**config.mk**
```make
export PLATFORM = sky130hd
export DESIGN_NAME = cmc_ram
export DESIGN_NICKNAME = d
export VERILOG_FILES = /design/src/rtl/cmc_ram.sv
export SDC_FILE = /design/constraint.sdc
export NUM_CORES = 2
export LEC_CHECK = 0
export ABC_CLOCK_PERIOD_IN_PS = 5600
export BUFFER_PORTS_ARGS = -buffer_cell sky130_fd_sc_hd__buf_2
export CORE_ASPECT_RATIO = 2
export CORE_UTILIZATION = 37
export DETAILED_ROUTE_END_ITERATION = 10
export GPL_ROUTABILITY_DRIVEN = 0
export SLEW_MARGIN = 20
export SYNTH_ARGS = -nofsm -noshare
export SYNTH_HDL_FRONTEND = slang
export SYNTH_SLANG_ARGS = --single-unit
```
**constraint.sdc**
```tcl
create_clock -name clock -period 5.6 [get_ports clock]
set_input_delay 0.28 -clock clock [delete_from_list [all_inputs] [get_ports clock]]
set_output_delay 0.28 -clock clock [all_outputs]
set_load 0.05 [all_outputs]
```
**src/rtl/cmc_ram.sv**
```systemverilog
// ---------------------------------------------------------------------------
// cmc_ram
// generic single-port ram with registered read
// ---------------------------------------------------------------------------
module cmc_ram #(
   parameter int WIDTH = 16,
   parameter int DEPTH = 256
) (
   input  logic                     clock,
   input  logic                     we,
   input  logic [$clog2(DEPTH)-1:0] addr,
   input  logic [WIDTH-1:0]         wdata,
   output logic [WIDTH-1:0]         rdata
);

   logic [WIDTH-1:0] mem_ff [DEPTH];
   logic [WIDTH-1:0] rdata_ff;

   always_ff @(posedge clock) begin
      if (we) begin
         mem_ff[addr] <= wdata;
      end
      rdata_ff <= mem_ff[addr];
   end

   assign rdata = rdata_ff;

endmodule
```
==> impl_results.md <==
* Top-count cell post-synth: edfxtp_1
* I/O Pins at 42
* Sequential share of the synthesized area at 79.4%
* Yosys warns at 0
* Longest Clk Path Bufs at 4
* H-Tree Depth at 5
* Synthesized instance count at 6727
* Worst-path fanout max at 97
* Worst EP required at 6.32 ns
* Area contributors post-synth: edfxtp_1 (79%), mux4_2 (15%), a22oi_1 (2.5%)
* R2R Path End: rdata[1]
* Final WL at 433 mm
* Core Util, Final at 42.1%
* Vias per cell at 5.69
* Top FF cell, synth: edfxtp_1
* DIE WIDTH at 460 microns
* Vias at 73780
* WL per Instance at 33.4 microns
* CTS root buffer: clkbuf_16
* Initial core utilization at 37.2%
* # setup viols final at 0
* Port bufs at 41
* EDFF count, synth at 4096
* CP endpoint kind: register
* WP buf/inv at 3
* Non-Filler Instances at 12975
* Pwr Density at 341 nW/um^2
* Crit-path leading delay family: compound AO/OA/AOI/OAI gates
* Num rows at 336
* Peak supply drop at 0.261 mV
* Delay of the slowest critical-path stage at 0.83 ns
* R2r setup slk at 2.43 ns
* Largest net degree at the start of global routing at 194
* CP endpoint: rdata[8]
* Clock skew at 0.0604 ns
* Critical Path, Cell by Cell: buf_12, buf_12, buf_12, mux4_2, a22oi_1, a21oi_1, o41ai_2, nand4_1
* Core Area at 418000 sq um
* Layout Nets at 7161
* Power consumption at 60200 uW
* Startpoint Class: input pin
* First-pass GRT wire length at 607 mm
* Setup TNS Final at 0 ns
* Final instance area at 176000 sq um
* CP max-delay cell: o41ai_2
* Clk Latency, worst-skew pair at 0.95 ns
* Share of Yosys cell area claimed by the top area cell type at 79.1%
* Post-synth cell types at 22
* Pleak at 0.0531 uW
* Syn-to-layout area delta at 13.4%
* Syn_nets at 6753
* Routed Antenna Nets at 0
* Syn Area/Cell at 23.1 sq um
* Synth top cells by count: edfxtp_1 (4096), mux4_2 (1024), a22oi_1 (512), a21oi_1 (256), clkbuf_1 (249)
* Yosys top cell by area: edfxtp_1
* Synthesized area at 155000 sq um
* Initial antenna violation count at 15
* DRC viols at 0
* Drt first pass iters at 6
* Hold Startpoint: addr[7]
* Arr. time, crit path at 4.42 ns
* Iter 0 DRT Violations at 7853
* Total grt overflow at 0
* Crit share post-route at 66.0%
* Share of cells above drive strength 1 at 28.3%
* Die area at 423000 sq um
* MaxCap Viol Count at 0
* Worst slew margin at 6.72%
* CTS tree: built
* DIE HEIGHT at 919 microns
* Num CTS Buffers at 330
* Reg clk slew, reported paths at 0.07 ns
* Final min period at 3.70 ns
* Outcome: finished, final reports clean
* Vias in the first global route at 77073
* Instance count on the critical path at 8
* Ys async rst share at 0%
* Hold Path Class: in2reg
* FMAX at 270 MHz
* Num Clock Sinks at 4112
* Post-Place Cells at 12364
* Most prevalent standard cell on the critical path: buf_12
* Reg2reg start: mem_ff[220][1]
* Slew Viols, Final at 0
* Final Hold Vio Count at 0
* HPWL Detailed at 266 mm
* Yosys reg bits at 4112
* Reg2Reg Depth at 6
* Crit path from: addr[0]
* Hold depth at 4
* Overall routing resource usage at 20.4%
* RSZ-0062 raised after global routing: false
* Setup Crit Path Kind: in2reg
* Slew @ Worst Pin at 1.40 ns
* Placed Area at 166000 sq um
cells by family after synthesis:
logic type	after synthesis	synth area share [%]
compound gates	832	3.66
simple gates	338	0.907
flops	4112	79.4
buf+inv	421	1.24
mux	1024	14.8
area by class of cell:
cell class                 instances  area [sq um]
inverter                           1          3.75
sequential                      4112        123000
tap                             5577          6980
antenna                           12          30.0
timing repair buffer             496          4600
multi-input combinational       2194         30900
fill                           35545        242000
clock buffer                     408          8670
clock inverter                   175          1650
flip-flops by register name, summed over array words and instances, names as in the netlist:
signal / cells
mem_ff: 4096
rdata: 16
per-stage QoR:
step | setup WS, ns | hold WS, ns
6_report | 1.90 | 0.217
4_1_cts | 2.01 | 0.130
2_1_floorplan | 2.62 | 0.379
3_3_place_gp | -0.0326 | 0.719
5_1_grt | 1.92 | 0.191
3_5_place_dp | 1.03 | 0.729
what timing repair did:
item,4_1_cts,5_1_grt
hold buffers,16,0
endpoints found under the hold margin,1133,0
resized for setup,0,0
setup buffers,0,0
report_power, final:
part	leakage (uW)	internal (uW)	switching, uW
clock	0.00501	12200	10900
sequential	0.0369	33900	66.7
combinational	0.0112	996	2070
layout by cell type, fill, tap and decap left out, drive strengths merged:
| cell type | instances |
|---|---|
| or3 | 1 |
| clkbuf | 408 |
| a21oi | 256 |
| buf | 480 |
| nor3 | 30 |
| o41ai | 64 |
| a22oi | 512 |
| clkinvlp | 18 |
| nand2 | 28 |
| nor2b | 7 |
| and2 | 3 |
| clkinv | 123 |
| dfxtp | 16 |
| nor2 | 232 |
| bufinv | 25 |
| diode | 12 |
| nand2b | 6 |
| nand3 | 13 |
| inv | 10 |
| edfxtp | 4096 |
| dlygate4sd3 | 16 |
| mux4 | 1024 |
| or2 | 2 |
| nand4 | 16 |
routing by layer:
metal  track usage [%]  up-vias  wire, microns
met5                 0        -             74
met4              12.1       12          29100
met3              2.43      698          23800
met2              37.2     2705         235000
met1              22.5    40636         145000
li1                  -    29729              -
how the worst min path moves through the flow:
stage	end	slack (ns)
final	rdata[6]	0.22
after global placement	mem_ff[140][15]	0.72
after global routing	rdata[6]	0.19
after detailed placement	mem_ff[140][15]	0.73
after CTS	rdata[6]	0.13
after floorplan	mem_ff[0][0]	0.38
worst register-to-register path: stages (launching register included):
cell	delay, ns
edfxtp_1	0.38
mux4_2	0.48
a22oi_1	0.50
a21oi_1	0.47
o41ai_2	0.80
buf_4	0.27
nand4_1	0.10
Note: power is estimated with default switching activity, not from simulation.
